## src/rtl/octave_value_noise_sampler_assert.svh

```systemverilog
// Assertion macros used by the sampler controller.
// They expect a clock named clk and an active-low reset named rst_n in scope.
`ifndef OCTAVE_VALUE_NOISE_SAMPLER_ASSERT_SVH
`define OCTAVE_VALUE_NOISE_SAMPLER_ASSERT_SVH
`ifndef NO_ASSERTIONS
`define OVNS_ASSERT(lbl, prop, msg) \
  lbl: assert property (@(posedge clk) disable iff (!rst_n) prop) else $error(msg);
`define OVNS_ASSERT_ALWAYS(lbl, prop, msg) \
  lbl: assert property (@(posedge clk) prop) else $error(msg);
`else
`define OVNS_ASSERT(lbl, prop, msg)
`define OVNS_ASSERT_ALWAYS(lbl, prop, msg)
`endif
`endif

```

## src/rtl/ovns_pkg.sv

```systemverilog
`timescale 1ns / 1ps
package ovns_pkg;

  localparam int LATTICE_DEPTH   = 65536;
  localparam int MAX_OCTAVES     = 8;
  localparam int COS_TABLE_DEPTH = 256;

  localparam int LAT_AW   = $clog2(LATTICE_DEPTH);
  localparam int COS_BITS = $clog2(COS_TABLE_DEPTH);
  localparam int OCT_W    = $clog2(MAX_OCTAVES + 1);

  // Scaled coordinate and lattice cell widths.
  localparam int SX_W   = 24 + MAX_OCTAVES - 1;
  localparam int CELL_W = SX_W - 16;
  localparam int ADDR_W0 = CELL_W + 1 + 9 + 1;
  localparam int ADDR_W  = (ADDR_W0 > LAT_AW + 1) ? ADDR_W0 : LAT_AW + 1;

  // Smoothed sample (units 2^-19), blend, product and accumulator widths.
  localparam int SMP_W  = 21;
  localparam int BLD_W  = SMP_W + 1;
  localparam int MULW   = BLD_W + 18;
  localparam int PROD_W = SMP_W + 18;
  localparam int TOT_W  = PROD_W + $clog2(MAX_OCTAVES) + 1;

  localparam logic       OP_LOAD = 1'b0;
  localparam logic       OP_EVAL = 1'b1;

  localparam logic [2:0] CFG_PERSISTENCE = 3'd0;
  localparam logic [2:0] CFG_OCTAVES     = 3'd1;
  localparam logic [2:0] CFG_WIDTH       = 3'd2;
  localparam logic [2:0] CFG_HEIGHT      = 3'd3;

  localparam logic [63:0] PI_Q30 = 64'd3373259426;

  typedef enum logic [3:0] {
    ST_IDLE, ST_SETUP, ST_READ, ST_DRAIN, ST_SMOOTH,
    ST_BLEND0, ST_BLEND1, ST_BLEND2, ST_MUL, ST_ACC, ST_DONE
  } state_t;

  typedef enum logic [1:0] {
    BL_X_LOW, BL_X_HIGH, BL_Y
  } blend_sel_t;

  typedef struct packed {
    logic             load;
    logic             capture;
    logic             setup;
    logic             rd_issue;
    logic             row_step;
    logic             smooth;
    logic             blend_en;
    blend_sel_t       blend_sel;
    logic             mul;
    logic             acc;
    logic             finish;
    logic [OCT_W-1:0] octave;
  } dp_cmd_t;

  typedef struct packed {
    logic [OCT_W-1:0] n_oct;
  } dp_status_t;

  typedef logic [16:0] weight_t;
  typedef weight_t wtab_t [COS_TABLE_DEPTH];

  // (1-cos(pi*num/D))/2 in Q16 from a Taylor series of 1-cos in Q30.
  function automatic weight_t half_versine(input logic [63:0] num);
    logic        [63:0] th;
    logic        [63:0] th2;
    logic        [63:0] term;
    logic signed [63:0] sum;
    logic        [63:0] r;
    th   = (PI_Q30 * num) / 64'(COS_TABLE_DEPTH);
    th2  = (th * th) >> 30;
    term = th2 >> 1;
    sum  = signed'(term);
    term = ((term * th2) >> 30) / 64'd12;
    sum  = sum - signed'(term);
    term = ((term * th2) >> 30) / 64'd30;
    sum  = sum + signed'(term);
    term = ((term * th2) >> 30) / 64'd56;
    sum  = sum - signed'(term);
    term = ((term * th2) >> 30) / 64'd90;
    sum  = sum + signed'(term);
    term = ((term * th2) >> 30) / 64'd132;
    sum  = sum - signed'(term);
    term = ((term * th2) >> 30) / 64'd182;
    sum  = sum + signed'(term);
    term = ((term * th2) >> 30) / 64'd240;
    sum  = sum - signed'(term);
    if (sum < 0) begin
      sum = '0;
    end
    r = (unsigned'(sum) + 64'd16384) >> 15;
    return r[16:0];
  endfunction

  function automatic wtab_t build_weight_rom();
    wtab_t t;
    for (int k = 0; k < COS_TABLE_DEPTH; k++) begin
      if (2 * k <= COS_TABLE_DEPTH) begin
        t[k] = half_versine(64'(k));
      end else begin
        t[k] = 17'd65536 - half_versine(64'(COS_TABLE_DEPTH - k));
      end
    end
    return t;
  endfunction

  localparam wtab_t WEIGHT_ROM = build_weight_rom();

endpackage

```

## src/rtl/ovns_ctrl.sv

```systemverilog
`timescale 1ns / 1ps
`include "octave_value_noise_sampler_assert.svh"
module ovns_ctrl
  import ovns_pkg::*;
(
  input  logic       clk,
  input  logic       rst_n,
  input  logic       start,
  input  logic       in_opcode,
  input  dp_status_t status,
  output logic       busy,
  output dp_cmd_t    cmd
);

  state_t           state_r;
  state_t           state_nxt;
  logic [3:0]       rd_cnt_r;
  logic [OCT_W-1:0] oct_cnt_r;

  always_comb begin
    state_nxt = state_r;
    unique case (state_r)
      ST_IDLE: begin
        if (start && in_opcode == OP_EVAL) begin
          state_nxt = (status.n_oct == '0) ? ST_DONE : ST_SETUP;
        end
      end
      ST_SETUP:  state_nxt = ST_READ;
      ST_READ:   if (rd_cnt_r == 4'd15) state_nxt = ST_DRAIN;
      ST_DRAIN:  state_nxt = ST_SMOOTH;
      ST_SMOOTH: state_nxt = ST_BLEND0;
      ST_BLEND0: state_nxt = ST_BLEND1;
      ST_BLEND1: state_nxt = ST_BLEND2;
      ST_BLEND2: state_nxt = ST_MUL;
      ST_MUL:    state_nxt = ST_ACC;
      ST_ACC:    state_nxt = (oct_cnt_r == status.n_oct - OCT_W'(1)) ? ST_DONE : ST_SETUP;
      ST_DONE:   state_nxt = ST_IDLE;
      default:   state_nxt = ST_IDLE;
    endcase
  end

  always_comb begin
    cmd        = '0;
    cmd.octave = oct_cnt_r;
    unique case (state_r)
      ST_IDLE: begin
        cmd.load    = start && in_opcode == OP_LOAD;
        cmd.capture = start && in_opcode == OP_EVAL;
      end
      ST_SETUP: cmd.setup = 1'b1;
      ST_READ: begin
        cmd.rd_issue = 1'b1;
        cmd.row_step = rd_cnt_r[1:0] == 2'd3;
      end
      ST_SMOOTH: cmd.smooth = 1'b1;
      ST_BLEND0: begin cmd.blend_en = 1'b1; cmd.blend_sel = BL_X_LOW;  end
      ST_BLEND1: begin cmd.blend_en = 1'b1; cmd.blend_sel = BL_X_HIGH; end
      ST_BLEND2: begin cmd.blend_en = 1'b1; cmd.blend_sel = BL_Y;      end
      ST_MUL:    cmd.mul    = 1'b1;
      ST_ACC:    cmd.acc    = 1'b1;
      ST_DONE:   cmd.finish = 1'b1;
      default: ;
    endcase
  end

  assign busy = state_r != ST_IDLE;

  always_ff @(posedge clk) begin
    if (!rst_n) begin
      state_r   <= ST_IDLE;
      rd_cnt_r  <= '0;
      oct_cnt_r <= '0;
    end else begin
      state_r <= state_nxt;
      if (state_r == ST_SETUP) begin
        rd_cnt_r <= '0;
      end else if (state_r == ST_READ) begin
        rd_cnt_r <= rd_cnt_r + 4'd1;
      end
      if (state_r == ST_IDLE) begin
        oct_cnt_r <= '0;
      end else if (state_r == ST_ACC) begin
        oct_cnt_r <= oct_cnt_r + OCT_W'(1);
      end
    end
  end

  `OVNS_ASSERT(a_read_burst, (state_r == ST_READ && rd_cnt_r == 4'd15) |=> state_r == ST_DRAIN, "read burst did not end after sixteen words")
  `OVNS_ASSERT(a_eval_leaves_idle, (state_r == ST_IDLE && start && in_opcode == OP_EVAL) |=> busy, "evaluation transaction not taken up")
  `OVNS_ASSERT(a_octave_bound, (state_r == ST_SETUP) |-> (oct_cnt_r < status.n_oct), "octave index beyond the octave count")
  `OVNS_ASSERT(a_one_result, cmd.finish |=> !cmd.finish && state_r == ST_IDLE, "result strobe not a single cycle")

endmodule

```

## config.mk

```make
export PLATFORM = sky130hd
export DESIGN_NAME = ovns_ctrl
export DESIGN_NICKNAME = d
export VERILOG_FILES = /design/src/rtl/ovns_pkg.sv /design/src/rtl/ovns_ctrl.sv
export VERILOG_INCLUDE_DIRS = /design/src /design/src/rtl
export SDC_FILE = /design/constraint.sdc
export NUM_CORES = 1
export LEC_CHECK = 0
export ABC_AREA = 1
export BUFFER_PORTS_ARGS = -buffer_cell sky130_fd_sc_hd__buf_4
export CAP_MARGIN = 20
export CORE_UTILIZATION = 30
export DETAILED_ROUTE_END_ITERATION = 12
export PLACE_DENSITY_LB_ADDON = 0.15
export SYNTH_ARGS = -nofsm -noshare
export SYNTH_HDL_FRONTEND = slang
export SYNTH_SLANG_ARGS = --single-unit
```

## constraint.sdc

```tcl
create_clock -name clk -period 3.29 [get_ports clk]
set_clock_uncertainty 0.2 [all_clocks]
set_input_delay 0.658 -clock clk [delete_from_list [all_inputs] [get_ports clk]]
set_output_delay 0.658 -clock clk [all_outputs]
set_load 0.01 [all_outputs]
```

==> results_dict.tcl <==
set metrics [dict create \
    outcome "complete, no violations" \
    cts_tree "yes" \
    nNetsFinal 168 \
    yosysSeqAreaShare_pct 28.8 \
    slew_headroom_pct 68.3 \
    fin_tns_setup_ns 0 \
    hp-class "reg2reg" \
    p_total_uw 596 \
    design.core.area_um2 2540 \
    p_per_area_nw_per_um2 548 \
    ant_nets 0 \
    setup_viol 0 \
    fin_crit_ns 2.18 \
    grt_pass1_wl_um 3000 \
    synth_nets 139 \
    ir_drop_mv 0.200 \
    postPlaceCellArea_um2 1050 \
    drive_gt1_share_pct 29.5 \
    synth-seq-cells 12 \
    worstSkewPairLatency_ns 0.27 \
    boundaryPins 25 \
    viasPerCell 4.55 \
    cts-resized-gates 0 \
    grt_pass1_vias 702 \
    finalHoldViolations 0 \
    startpoint_type "register" \
    area_delta_synth_final_pct 30.5 \
    postLayoutCellArea_um2 1090 \
    port_buffers 24 \
    syn_avg_cell_area_um2 6.51 \
    post_cts_buffers 0 \
    die_h_um 54.7 \
    finalCritPeriodShare_pct 66.4 \
    cts-buffers-inserted 3 \
    finalWeightedCongestion 0.731 \
    cts_root_buf "clkbuf_4" \
    start_util_pct 32.7 \
    grtUsageTotal_pct 14.2 \
    syn_area_um2 833 \
    gr-total-overflow 0 \
    critPathRequiredTime_ns 2.43 \
    drv_cap 0 \
    core.rowCount 18 \
    final_cell_mix "nand2_1, buf_4, nor2_1" \
    cp-end-kind "output port" \
    rrSetupSlack_ns 1.83 \
    die-width_um 54.7 \
    worst-setup-path-type "reg2out" \
    synthCells 128 \
    h-tree-depth 1 \
    slew_viol_final 0 \
    postCtsHoldBufs 0 \
    path_max_fanout 6 \
    cp.arrival_ns 1.33 \
    rsz0062_at_grt "false" \
    ys_warn_count 0 \
    cts.sink_count 12 \
    clk_pin_slew_ns 0.08 \
    wl_um 1790 \
    drtIter0Drc 8 \
    drt-pass1-iter-count 4 \
    max_freq_mhz 458 \
    dieArea_um2 2990 \
    drc 0 \
    grt_max_degree 8 \
    diodes 0 \
    fillers 284 \
    num_vias 847 \
    dp_hpwl_um 1500 \
    power.leakage_nw 0.530 \
    synth_cell_types 25 \
    cts.path.max_buffers 2 \
    drt-wirelength-per-cell_um 9.63 \
    worst_pin_slew_ns 0.471 \
    antenna_found_initial 0 \
]
sequential cells by signal, indices dropped and copies added, names as in the netlist:
| register | count |
|---|---|
| rd_cnt_r | 4 |
| state_r | 4 |
| oct_cnt_r | 4 |
worst paths after layout:
path,from,endpoint,cells after the start
max,state_r[3],cmd[11],6
min,rd_cnt_r[3],rd_cnt_r[3],2
max reg2reg,rd_cnt_r[0],state_r[1],7
min reg2reg,rd_cnt_r[3],rd_cnt_r[3],2
per-layer routing:
| metal | vias to the layer above | routed length, um | global-route usage (%) |
|---|---|---|---|
| met2 | 20 | 819 | 22.1 |
| met3 | 4 | 100 | 3.33 |
| met1 | 363 | 843 | 17.9 |
| li1 | 460 | - | - |
| met4 | 0 | 29 | 7.69 |
| met5 | - | 0 | 0 |
worst max-delay path, cell delays in order, from the launching register on:
cell and delay, ns:
dfxtp_1 0.33, nor2_2 0.16, inv_2 0.09, nor2_8 0.15, inv_2 0.07, nor2_1 0.12, buf_4 0.14
synth_stat cells:
master / count / share of area, %
xnor2_1: 1 / 1.1
inv_2: 5 / 2.3
o22ai_1: 1 / 0.75
nand2_4: 2 / 2.7
nor2_2: 5 / 3.8
nor2_8: 1 / 2.4
o21ai_1: 5 / 3.0
ha_1: 3 / 4.5
nand3_1: 7 / 4.2
o211ai_1: 1 / 0.90
nor2_1: 22 / 9.9
nand2_1: 24 / 11
nand2_2: 2 / 1.5
a21oi_1: 7 / 4.2
dfxtp_1: 12 / 29
nor2_4: 1 / 1.4
nor3_2: 1 / 1.2
xor2_1: 2 / 2.1
a211oi_1: 1 / 0.90
o21ai_0: 3 / 1.8
nor4_1: 1 / 0.75
o31ai_2: 1 / 1.5
nor3_1: 1 / 0.60
inv_1: 18 / 8.1
nor3b_1: 1 / 0.90
through the flow:
step / hold slack, ns / utilization, % / instances / setup WS (ns)
global placement: 0.300 / 41.3 / 182 / 1.24
CTS: 0.325 / 42.7 / 186 / 1.07
global route: 0.336 / 42.7 / 186 / 0.983
floorplan: 0.288 / - / 128 / 1.40
detailed placement: 0.313 / 41.3 / 182 / 1.22
finish: 0.315 / 42.7 / 186 / 1.11
area by class of cell:
cell class	count	area, um^2	area share [%]
timing repair buffer	24	180	16.6
clock buffer	4	36.3	3.34
tap	30	37.5	3.45
multi-input combinational	93	507	46.6
inverter	23	86.3	7.94
sequential	12	240	22.1
report_power, final:
part / internal (mW) / total, mW / switching (mW)
Combinational: 0.116 / 0.289 / 0.173
Sequential: 0.165 / 0.188 / 0.0231
Clock: 0.0673 / 0.118 / 0.0512
logic make-up (layout without fill, tap and decap cells):
group | Yosys count | count (layout) | share of synthesized area [%]
and+or+nand+nor | 68 | 68 | 40.1
buffers and inverters | 23 | 51 | 10.4
AOI/OAI and AO/OA | 19 | 19 | 13.1
DFF | 12 | 12 | 28.8
adders and majority gates | 3 | 3 | 4.50
xor gates and xnor gates | 3 | 3 | 3.15
(Power assumes the default switching activity.)
